$ cat config.mk
export PLATFORM = sky130hd
export DESIGN_NAME = vector_distance_accumulator
export DESIGN_NICKNAME = d
export VERILOG_FILES = /design/src/rtl/core/vda_pkg.sv /design/src/rtl/core/vda_controller.sv /design/src/rtl/core/vda_datapath.sv /design/src/rtl/core/vector_distance_accumulator.sv
export SDC_FILE = /design/constraint.sdc
export NUM_CORES = 1
export LEC_CHECK = 0
export ABC_CLOCK_PERIOD_IN_PS = 9230
export BUFFER_PORTS_ARGS = -buffer_cell sky130_fd_sc_hd__buf_2
export CAP_MARGIN = 20
export CELL_PAD_IN_SITES_DETAIL_PLACEMENT = 0
export CELL_PAD_IN_SITES_GLOBAL_PLACEMENT = 1
export CORE_ASPECT_RATIO = 0.7
export CORE_MARGIN = 4
export CORE_UTILIZATION = 50
export CTS_BUF_LIST = sky130_fd_sc_hd__clkbuf_8
export CTS_CLUSTER_SIZE = 28
export DETAILED_ROUTE_END_ITERATION = 10
export PLACE_DENSITY = 0.95
export SLEW_MARGIN = 40
export SYNTH_ARGS = -nofsm -noshare
export SYNTH_HDL_FRONTEND = slang
export SYNTH_SLANG_ARGS = --single-unit
$ cat constraint.sdc
create_clock -name clk -period 9.23 [get_ports clk]
set_input_delay 0.4615 -clock clk [delete_from_list [all_inputs] [get_ports clk]]
set_output_delay 0.4615 -clock clk [all_outputs]
set_load 0.01 [all_outputs]
$ cat src/rtl/core/vda_pkg.sv
// Package for the vector distance accumulator: payload structs, distance
// modes, controller states and the command and status groups. No dependencies.
package vda_pkg;

  localparam int ELEM_W = 16;
  localparam int ACC_W = 45;
  localparam int COUNT_W = 13;
  localparam int ROOT_W = (ACC_W + 1) / 2;
  localparam int ROOT_REM_W = ROOT_W + 2;
  localparam int DIV_STEPS = ACC_W;
  localparam int ROOT_STEPS = ROOT_W;
  localparam int STEP_W = 6;

  typedef enum logic [1:0] {
    MODE_SAD    = 2'd0,
    MODE_SSD    = 2'd1,
    MODE_MAE    = 2'd2,
    MODE_EUCLID = 2'd3
  } mode_t;

  typedef enum logic [2:0] {
    ST_ACCUM,
    ST_DRAIN,
    ST_DIVIDE,
    ST_ROOT,
    ST_RESULT
  } state_t;

  typedef struct packed {
    logic signed [ELEM_W-1:0] elem_a;
    logic signed [ELEM_W-1:0] elem_b;
    logic                     last;
  } in_item_t;

  typedef struct packed {
    logic [ACC_W-1:0]   distance;
    logic [COUNT_W-1:0] element_count;
    logic               length_overflow;
  } out_item_t;

  typedef struct packed {
    logic accept;
    logic clear_work;
    logic div_step;
    logic root_step;
    logic root_first;
    logic emit;
    logic emit_root;
  } cmd_t;

  typedef struct packed {
    mode_t mode;
    logic  out_blocked;
  } status_t;

endpackage

$ cat src/rtl/core/vda_controller.sv
// Controller for the vector distance accumulator: sequences accumulation,
// the final divide or square root, and the result hand-off. Uses vda_pkg.
module vda_controller (
  input  logic            clk,
  input  logic            rst,
  input  logic            in_valid,
  input  logic            in_last,
  output logic            in_stall,
  input  vda_pkg::status_t status,
  output vda_pkg::cmd_t    cmd
);

  vda_pkg::state_t state, state_next;
  logic [vda_pkg::STEP_W-1:0] step, step_next;
  vda_pkg::mode_t final_mode, final_mode_next;

  always_ff @(posedge clk) begin
    if (rst) begin
      state      <= vda_pkg::ST_ACCUM;
      step       <= '0;
      final_mode <= vda_pkg::MODE_SAD;
    end else begin
      state      <= state_next;
      step       <= step_next;
      final_mode <= final_mode_next;
    end
  end

  always_comb begin
    state_next      = state;
    step_next       = step;
    final_mode_next = final_mode;
    in_stall        = 1'b1;
    cmd             = '0;
    cmd.emit_root   = (final_mode == vda_pkg::MODE_EUCLID);
    unique case (state)
      vda_pkg::ST_ACCUM: begin
        in_stall   = 1'b0;
        cmd.accept = in_valid;
        if (in_valid && in_last) begin
          final_mode_next = status.mode;
          state_next      = vda_pkg::ST_DRAIN;
        end
      end
      vda_pkg::ST_DRAIN: begin
        cmd.clear_work = 1'b1;
        step_next      = '0;
        if (final_mode == vda_pkg::MODE_MAE) begin
          state_next = vda_pkg::ST_DIVIDE;
        end else if (final_mode == vda_pkg::MODE_EUCLID) begin
          state_next = vda_pkg::ST_ROOT;
        end else begin
          state_next = vda_pkg::ST_RESULT;
        end
      end
      vda_pkg::ST_DIVIDE: begin
        cmd.div_step = 1'b1;
        step_next    = step + 1'b1;
        if (step == vda_pkg::STEP_W'(vda_pkg::DIV_STEPS - 1)) begin
          state_next = vda_pkg::ST_RESULT;
        end
      end
      vda_pkg::ST_ROOT: begin
        cmd.root_step  = 1'b1;
        cmd.root_first = (step == '0);
        step_next      = step + 1'b1;
        if (step == vda_pkg::STEP_W'(vda_pkg::ROOT_STEPS - 1)) begin
          state_next = vda_pkg::ST_RESULT;
        end
      end
      vda_pkg::ST_RESULT: begin
        if (!status.out_blocked) begin
          cmd.emit   = 1'b1;
          state_next = vda_pkg::ST_ACCUM;
        end
      end
      default: begin
        state_next = vda_pkg::ST_ACCUM;
      end
    endcase
  end

endmodule

$ cat src/rtl/core/vda_datapath.sv
// Datapath for the vector distance accumulator: difference and square stage,
// saturating accumulator, shared shift-subtract divider and square root,
// and the output register. Uses vda_pkg.
module vda_datapath #(
  parameter int SAMPLE_WIDTH = 16,
  parameter int MAX_LENGTH = 4096
) (
  input  logic               clk,
  input  logic               rst,
  input  vda_pkg::in_item_t  in_item,
  input  logic               distance_mode_we,
  input  logic [1:0]         distance_mode_wdata,
  input  vda_pkg::cmd_t      cmd,
  output vda_pkg::status_t   status,
  input  logic               out_stall,
  output logic               out_valid,
  output vda_pkg::out_item_t out_item
);

  localparam int USED_W = (SAMPLE_WIDTH < vda_pkg::ELEM_W) ? SAMPLE_WIDTH : vda_pkg::ELEM_W;
  localparam int MAG_W = SAMPLE_WIDTH + 1;
  localparam int TERM_W = 2 * MAG_W;
  localparam int SUM_W = ((TERM_W > vda_pkg::ACC_W) ? TERM_W : vda_pkg::ACC_W) + 1;
  localparam int CNT_W = $clog2(MAX_LENGTH + 1);

  vda_pkg::mode_t mode;

  logic [USED_W-1:0]       a_used, b_used;
  logic                    a_sign, b_sign;
  logic [MAG_W-1:0]        a_ext, b_ext;
  logic [MAG_W:0]          diff;
  logic [MAG_W-1:0]        mag;
  logic [TERM_W-1:0]       square;
  logic                    squared;
  logic                    below_max;

  logic [TERM_W-1:0]       term;
  logic                    term_valid;
  logic [vda_pkg::ACC_W-1:0] acc, acc_next;
  logic [CNT_W-1:0]        count;
  logic                    overflow;

  logic [SUM_W-1:0]        sum;
  logic [vda_pkg::ACC_W-1:0] sum_sat;

  logic [CNT_W-1:0]        rem, rem_next;
  logic [CNT_W:0]          div_shift;
  logic                    div_ge;

  logic [vda_pkg::ROOT_W-1:0]     root_q, root_q_next;
  logic [vda_pkg::ROOT_REM_W-1:0] root_r, root_r_next;
  logic [1:0]                     root_top;
  logic [vda_pkg::ROOT_REM_W+1:0] root_shift, root_trial;
  logic                           root_ge;

  always_ff @(posedge clk) begin
    if (rst) begin
      mode <= vda_pkg::MODE_SAD;
    end else if (distance_mode_we) begin
      mode <= vda_pkg::mode_t'(distance_mode_wdata);
    end
  end

  assign squared   = (mode == vda_pkg::MODE_SSD) || (mode == vda_pkg::MODE_EUCLID);
  assign below_max = (count < CNT_W'(MAX_LENGTH));

  always_comb begin
    a_used = in_item.elem_a[USED_W-1:0];
    b_used = in_item.elem_b[USED_W-1:0];
    a_sign = (SAMPLE_WIDTH <= vda_pkg::ELEM_W) ? a_used[USED_W-1] : 1'b0;
    b_sign = (SAMPLE_WIDTH <= vda_pkg::ELEM_W) ? b_used[USED_W-1] : 1'b0;
    a_ext  = {{(MAG_W - USED_W){a_sign}}, a_used};
    b_ext  = {{(MAG_W - USED_W){b_sign}}, b_used};
    diff   = {a_ext[MAG_W-1], a_ext} - {b_ext[MAG_W-1], b_ext};
    mag    = diff[MAG_W] ? MAG_W'(-diff) : diff[MAG_W-1:0];
    square = TERM_W'(mag) * TERM_W'(mag);
  end

  always_ff @(posedge clk) begin
    term <= squared ? square : TERM_W'(mag);
    if (rst) begin
      term_valid <= 1'b0;
    end else begin
      term_valid <= cmd.accept && below_max;
    end
  end

  always_comb begin
    sum     = SUM_W'(acc) + SUM_W'(term);
    sum_sat = (sum > SUM_W'({vda_pkg::ACC_W{1'b1}})) ? {vda_pkg::ACC_W{1'b1}}
                                                    : sum[vda_pkg::ACC_W-1:0];

    div_shift = {rem, acc[vda_pkg::ACC_W-1]};
    div_ge    = (div_shift >= {1'b0, count});

    root_top   = cmd.root_first ? {1'b0, acc[vda_pkg::ACC_W-1]}
                                : acc[vda_pkg::ACC_W-1:vda_pkg::ACC_W-2];
    root_shift = {root_r, root_top};
    root_trial = {2'b00, root_q, 2'b01};
    root_ge    = (root_shift >= root_trial);

    acc_next    = acc;
    rem_next    = rem;
    root_q_next = root_q;
    root_r_next = root_r;
    if (cmd.clear_work) begin
      rem_next    = '0;
      root_q_next = '0;
      root_r_next = '0;
    end
    if (cmd.emit) begin
      acc_next = '0;
    end else if (cmd.div_step) begin
      acc_next = {acc[vda_pkg::ACC_W-2:0], div_ge};
      rem_next = div_ge ? CNT_W'(div_shift - {1'b0, count}) : div_shift[CNT_W-1:0];
    end else if (cmd.root_step) begin
      acc_next    = cmd.root_first ? {acc[vda_pkg::ACC_W-2:0], 1'b0}
                                   : {acc[vda_pkg::ACC_W-3:0], 2'b00};
      root_q_next = {root_q[vda_pkg::ROOT_W-2:0], root_ge};
      root_r_next = root_ge ? vda_pkg::ROOT_REM_W'(root_shift - root_trial)
                            : root_shift[vda_pkg::ROOT_REM_W-1:0];
    end else if (term_valid) begin
      acc_next = sum_sat;
    end
  end

  always_ff @(posedge clk) begin
    rem    <= rem_next;
    root_q <= root_q_next;
    root_r <= root_r_next;
    if (rst) begin
      acc      <= '0;
      count    <= '0;
      overflow <= 1'b0;
    end else begin
      acc <= acc_next;
      if (cmd.emit) begin
        count    <= '0;
        overflow <= 1'b0;
      end else if (cmd.accept) begin
        if (below_max) begin
          count <= count + 1'b1;
        end else begin
          overflow <= 1'b1;
        end
      end
    end
  end

  always_ff @(posedge clk) begin
    if (rst) begin
      out_valid <= 1'b0;
    end else if (cmd.emit) begin
      out_valid <= 1'b1;
    end else if (!out_stall) begin
      out_valid <= 1'b0;
    end
    if (cmd.emit) begin
      out_item.distance        <= cmd.emit_root ? vda_pkg::ACC_W'(root_q) : acc;
      out_item.element_count   <= vda_pkg::COUNT_W'(count);
      out_item.length_overflow <= overflow;
    end
  end

  assign status.mode        = mode;
  assign status.out_blocked = out_valid && out_stall;

endmodule

$ cat src/rtl/core/vector_distance_accumulator.sv
// Top level of the vector distance accumulator (SAD, SSD, MAE, Euclidean).
// Instantiates vda_controller and vda_datapath; uses vda_pkg.
//
//   Channel   Handshake                    Payload
//   input     in_valid / in_stall          in_item  (elem_a, elem_b, last)
//   output    out_valid / out_stall        out_item (distance, element_count,
//                                                    length_overflow)
//   config    distance_mode_we             distance_mode_wdata
//
// Element pairs are taken back to back while accumulating. After a pair marked
// last the input stalls through the drain and result states in SAD and SSD,
// with the divide states between them in MAE (one quotient bit per cycle in
// the shift-subtract divider) and the root states in Euclidean (one root bit
// per cycle), and while the result waits behind an earlier result held in the
// output register. Loading that register frees the input. Reset is synchronous.
module vector_distance_accumulator #(
  parameter int SAMPLE_WIDTH = 16,
  parameter int MAX_LENGTH = 4096
) (
  input  logic               clk,
  input  logic               rst,
  input  logic               in_valid,
  output logic               in_stall,
  input  vda_pkg::in_item_t  in_item,
  output logic               out_valid,
  input  logic               out_stall,
  output vda_pkg::out_item_t out_item,
  input  logic               distance_mode_we,
  input  logic [1:0]         distance_mode_wdata
);

  vda_pkg::cmd_t    cmd;
  vda_pkg::status_t status;

  vda_controller u_ctrl (
    .clk      (clk),
    .rst      (rst),
    .in_valid (in_valid),
    .in_last  (in_item.last),
    .in_stall (in_stall),
    .status   (status),
    .cmd      (cmd)
  );

  vda_datapath #(
    .SAMPLE_WIDTH (SAMPLE_WIDTH),
    .MAX_LENGTH   (MAX_LENGTH)
  ) u_dp (
    .clk                 (clk),
    .rst                 (rst),
    .in_item             (in_item),
    .distance_mode_we    (distance_mode_we),
    .distance_mode_wdata (distance_mode_wdata),
    .cmd                 (cmd),
    .status              (status),
    .out_stall           (out_stall),
    .out_valid           (out_valid),
    .out_item            (out_item)
  );

endmodule

==> reports/results.ini, run 1 <==
[floorplan]
die_h_um = 184
initial_core_util_pct = 50.7
die-area_mm2 = 0.0479
fp-row-count = 64
num_io_pins = 101
die_w_um = 260
coreArea_mm2 = 0.0438

[setup_path]
crit_top_cell = fa_1
crit_path_max_fanout = 14
critPathRequiredTime_ns = 9.71
max_stage_delay_ns = 0.55
startpoint_type = input pin
setup.worst_path.end_class = flop
ff2ff_setup_slack_ns = 4.95
crit_type = in2reg
critPathSlowestCell = fa_1
worstPathArrival_ns = 9.18

[cts]
holdBufCountCts = 0
cts_max_level = 2
clock_sinks = 228
cts.repair.resized = 0
cts_root_buf = clkbuf_8
clk_latency_ns = 0.56
cts_setup_buffers = 0
cts_tree = yes
numCtsBuffers = 38
clk_pin_slew_ns = 0.07
cts_buffer_depth = 3

[routing]
via_per_inst = 5.70
finalWirelength_um = 58200
drc = 0
routedWlPerCell_um = 17.7
firstDrtPassIters = 5
antenna_left = 0
drt_iter0_drc = 1542
via_count = 18700

[timing]
setup_violations = 0
hold_viol_final = 0
rsz0062_at_grt = false
slew_headroom_pct = 46.7
tns_ns = 0
fin_skew_ns = 0.0543
hold_ws_ns = 0.134
period_needed_ns = 8.70
fin_crit_sh_pct = 94.3
fmax_mhz = 115
maxSlewViolCount = 0
tightest_slew_ns = 0.799

[global_route]
grt.total_usage_pct = 24.2
grt_pass1_wl_um = 95700
grt_antenna_before_repair = 0
grt_pass1_vias = 18500
grt_max_degree = 67
grt-ovfl-total = 0

[synthesis]
synth-main-ff-cell = dfxtp_1
synth_edf_count = 59
netlist_area_mm2 = 0.0222
synth_area_leaders = fa_1 (18%), dfxtp_1 (15%), ha_1 (11%)
yosys.area.top_type = fa_1
postSynthCellCount = 2559
syn_avg_cell_area_um2 = 8.67
synthArstFlopShare_pct = 0
synth_seq_cells = 228
yosysWarningCount = 0
ys_types = 99
ys_seq_area_share_pct = 23.2
synth_top_area_share_pct = 17.6

[hold_path]
hp-class = in2reg

[cells_and_area]
diodes = 0
final_nets = 3089
area_delta_synth_final_pct = 9.68
fin_cells = 3281
layout-drive-gt1-share_pct = 10.1
final_core_util_pct = 55.6

[placement]
place_congestion = 0.953
dpl.hpwl_um = 44900
io_buffers = 100
dp_cells = 3211

[run_status]
status = completed

[job]
cap_viol_max_count = 0

layout by cell type, fill, tap and decap left out, types with 10 or more instances in the layout:
| cell | n |
|---|---|
| a221oi_1 | 21 |
| dfxtp_1 | 169 |
| o22ai_1 | 10 |
| xor2_1 | 37 |
| inv_1 | 355 |
| nor3_1 | 39 |
| o21ai_0 | 200 |
| nand4_1 | 19 |
| a21oi_1 | 153 |
| edfxtp_1 | 59 |
| a211oi_1 | 15 |
| nand2_1 | 261 |
| conb_1 | 12 |
| nand2b_1 | 22 |
| a22oi_1 | 13 |
| mux2i_1 | 47 |
| and2_1 | 42 |
| buf_4 | 46 |
| o21a_1 | 15 |
| nand3_1 | 30 |
| a31oi_1 | 21 |
| and3_1 | 18 |
| fa_1 | 195 |
| a21o_1 | 46 |
| clkbuf_8 | 39 |
| o21bai_1 | 14 |
| nor2b_1 | 16 |
| xnor2_1 | 88 |
| buf_2 | 100 |
| or3_1 | 10 |
| nor2_1 | 163 |
| ha_1 | 197 |
worst max-delay path: cells and delay by family:
family	cells	cell delay [ns]
xor gates and xnor gates	1	0.23
and+or+nand+nor	6	1.55
muxes	1	0.12
buffers and inverters	3	0.20
adders and majority gates	9	4.18
AOI/OAI and AO/OA	10	2.42
per-layer routing:
metal	global-route usage [%]	vias up	routed length, um
met3	4.02	86	4800
li1	-	8899	-
met1	36.0	8945	27500
met4	5.67	0	1100
met5	0	-	0
met2	36.9	769	24700
registers in the layout (all words and copies together), names as in the netlist:
signal             count
u_dp.root_q           23
u_dp.rem              13
u_dp.count            13
u_ctrl.state           3
u_dp.term             34
u_ctrl.step            6
u_dp.out_item         59
u_dp.mode              2
u_dp.term_valid        1
u_dp.root_r           25
u_dp.out_valid         1
u_ctrl.final_mode      2
u_dp.overflow          1
u_dp.acc              45
synthesized netlist by cell type (all sizes together), types with 9 or more instances:
master / number
inv: 351
nand2: 262
o21ai: 205
ha: 197
fa: 195
dfxtp: 169
nor2: 167
a21oi: 158
xnor2: 91
clkbuf: 71
edfxtp: 59
mux2i: 47
a21o: 46
and2: 42
nor3: 40
xor2: 39
nand3: 30
buf: 28
nand2b: 23
a221oi: 21
a31oi: 21
nand4: 20
and3: 18
a211oi: 17
nor2b: 16
o21a: 15
o21bai: 14
a22oi: 13
o22ai: 11
or2: 11
or3: 10
mux2: 9
nor4: 9
logic make-up (layout without fill, tap and decap cells):
kind of cell / after synthesis / after routing / synth area share [%]
AND/OR/NAND/NOR: 673 / 673 / 14.1
AO/OA/AOI/OAI: 627 / 627 / 18.2
buffers and inverters: 451 / 569 / 7.84
adder cells (fa/ha/maj): 392 / 392 / 28.7
flip-flops: 228 / 228 / 23.2
XOR/XNOR: 130 / 130 / 5.30
multiplexers: 56 / 56 / 2.59
other: 2 / 12 / 0.0338
through the flow:
stage / setup WS, ns / cell area (um2)
finish: 0.526 / 24300
global route: 0.152 / 24300
CTS: 0.572 / 24300
detailed placement: -0.00114 / 23500
global placement: 0.250 / 23500
floorplan: 0.728 / 22200
layout make-up:
class,instances,area (um2)
clock buffer,39,537
clock inverter,31,320
fill,3941,19500
inverter,352,1320
multi-input combinational,1890,15400
sequential,228,5150
tap,594,743
timing repair buffer,147,857
path summary, 6_finish.rpt:
path / start / end / cells after the start
max: in_item[1] / u_dp.term[33] / 30
min reg2reg: u_dp.overflow / u_dp.out_item[0] / 0
max reg2reg: u_ctrl.state[1] / u_dp.root_r[22] / 13
min: distance_mode_wdata[1] / u_dp.mode[1] / 3
Power of run 1 is left out: the tool's default activity adds up to more than one toggle a clock period on the data nets, which glitch-free logic cannot reach.
==> run 2, diff against run 1 <==
--- a/config.mk
+++ b/config.mk
@@ -17,7 +17,9 @@
 export CTS_CLUSTER_SIZE = 28
 export DETAILED_ROUTE_END_ITERATION = 10
 export PLACE_DENSITY = 0.95
+export REMOVE_ABC_BUFFERS = 1
 export SLEW_MARGIN = 40
 export SYNTH_ARGS = -nofsm -noshare
 export SYNTH_HDL_FRONTEND = slang
+export SYNTH_HIERARCHICAL = 1
 export SYNTH_SLANG_ARGS = --single-unit
==> reports/results.ini, run 2 <==
[synthesis]
ys_types = 103
synth_common_cells = inv_1 (349), ha_1 (197), fa_1 (195), nand2_1 (191), a21oi_1 (185)
synth.most_common_cell = inv_1
synth_seq_cells = 228
synth_area_leaders = fa_1 (17%), dfxtp_1 (15%), ha_1 (11%)
postSynthCellCount = 2589
synth-main-ff-cell = dfxtp_1
ys_seq_area_share_pct = 22.9
synth_edf_count = 59
yosys.area.top_type = fa_1
netlist_area_mm2 = 0.0225
synth_top_area_share_pct = 17.3
syn_avg_cell_area_um2 = 8.70
yosysWarningCount = 6
synthArstFlopShare_pct = 0

[routing]
firstDrtPassIters = 6
finalWirelength_um = 59700
via_count = 19100
drc = 0
routedWlPerCell_um = 18.0
antenna_left = 0
drt_iter0_drc = 1626
via_per_inst = 5.75

[cts]
cts.repair.resized = 0
cts_root_buf = clkbuf_8
cts_max_level = 1
numCtsBuffers = 31
clk_latency_ns = 0.62
clock_sinks = 228
cts_tree = yes
cts_buffer_depth = 3
clk_pin_slew_ns = 0.07
cts_setup_buffers = 0
holdBufCountCts = 0

[setup_path]
critPathBufInv = 7
cp_top_family = adder cells
critPathSlowestCell = fa_1
r2r_end = u_dp/root_r[22]
crit_type = in2reg
regToRegStartpoint = u_ctrl/state[1]
reg2reg_depth = 16
crit_path_max_fanout = 8
ff2ff_setup_slack_ns = 3.97
max_stage_delay_ns = 0.54
critPathRequiredTime_ns = 9.74
worstPathArrival_ns = 9.36
setup.worst_path.end_class = flop
crit_top_cell = fa_1
path_depth = 34
startpoint_type = input pin

[global_route]
grt_max_degree = 89
grt_antenna_before_repair = 0
grt_pass1_wl_um = 98400
grt_pass1_vias = 19100
grt.met1_usage_pct = 36.0
busiest_layer = met2
grt_util_met2_pct = 38.1
use_met3_pct = 5.83
grt.total_usage_pct = 24.7
grt-ovfl-total = 0

[floorplan]
fp-row-count = 64
initial_core_util_pct = 51.1
die_w_um = 262
num_io_pins = 101
die-area_mm2 = 0.0486
die_h_um = 186
coreArea_mm2 = 0.0441

[hold_path]
hp-start = distance_mode_wdata[0]
hp-class = in2reg
hold_end = u_dp/mode[0]
holdPathStages = 3

[placement]
dp_cells = 3258
place_congestion = 0.935
dpl.hpwl_um = 46300
placed_cell_area_mm2 = 0.0240
io_buffers = 100

[timing]
maxSlewViolCount = 0
setup_violations = 0
fmax_mhz = 113
hold_viol_final = 0
fin_skew_ns = 0.0221
slew_headroom_pct = 46.2
tightest_slew_ns = 0.807
hold_ws_ns = 0.0848
period_needed_ns = 8.85
tns_ns = 0
fin_crit_sh_pct = 95.9
rsz0062_at_grt = true

[cells_and_area]
fin_cells = 3316
top_regs = u_dp/out_item x59, u_dp/acc x45, u_dp/term x34
largest_reg_flops = 59
area_delta_synth_final_pct = 9.94
final_common_cell = inv_1
final_cell_mix = inv_1 (355), ha_1 (197), fa_1 (195)
final_nets = 3129
diodes = 0
fin_area_mm2 = 0.0248
layout-drive-gt1-share_pct = 12.2
top_register = u_dp/out_item

[run_status]
status = completed

[job]
cap_viol_max_count = 0

## run 2: cell count changes after synthesis, sizes merged, moves of 19 or more
cell | previous run | this run
mux2i | 47 | 21
o21ai | 205 | 146
clkbuf | 71 | 90
nand3b | 6 | 30
nand3 | 30 | 71
a21oi | 158 | 185
mux2 | 9 | 30
nor2b | 16 | 41
o31ai | 7 | 31
nand2 | 262 | 191
## run 2: worst max path at each step
stage | startpoint | end | slack (ns)
floorplan | in_item[17] | u_dp/term[33] | 0.15
global placement | in_item[3] | u_dp/term[33] | -0.06
detailed placement | in_item[17] | u_dp/term[33] | -0.29
CTS | in_item[3] | u_dp/term[33] | 0.37
global route | in_item[17] | u_dp/term[33] | -0.07
finish | in_item[3] | u_dp/term[33] | 0.38
## run 2: logic make-up after synthesis
| kind of cell | count (synthesis) | synth area share, % |
|---|---|---|
| AND/OR/NAND/NOR | 712 | 16.0 |
| AO/OA/AOI/OAI | 599 | 17.1 |
| buffers and inverters | 473 | 8.03 |
| adder cells (fa/ha/maj) | 392 | 28.3 |
| flip-flops | 228 | 22.9 |
| XOR/XNOR | 132 | 5.25 |
| multiplexers | 51 | 2.45 |
| other | 2 | 0.0333 |
## run 2: worst reg2reg max path, delay by kind of cell, from the launching register on
kind,cells,cell delay (ns)
compound gates,8,2.28
simple gates,6,1.87
flops,1,0.45
mux,1,0.26
fa+ha+maj,1,0.25
## run 2: cell type report
class,count,area [um2]
Multi-Input combinational cell,1898,15700
Inverter,359,1350
Tap cell,594,743
Fill cell,3914,19400
Timing Repair Buffer,179,1120
Clock buffer,34,468
Clock inverter,24,218
Sequential cell,228,5150
## run 2: layer usage
metal  vias up  share of wire (%)
met4         0                1.8
met3        85                9.6
met5         -                  0
met2       784                 43
li1       9015                  -
met1      9189                 45
## run 2: per-stage QoR
stage,utilization (%),setup WS (ns)
final,56.1,0.379
after global routing,56.1,-0.0744
after CTS,56.0,0.366
after detailed placement,54.4,-0.291
after global placement,54.3,-0.0616
after floorplan,-,0.148
Power of run 2 is left out for the same reason.
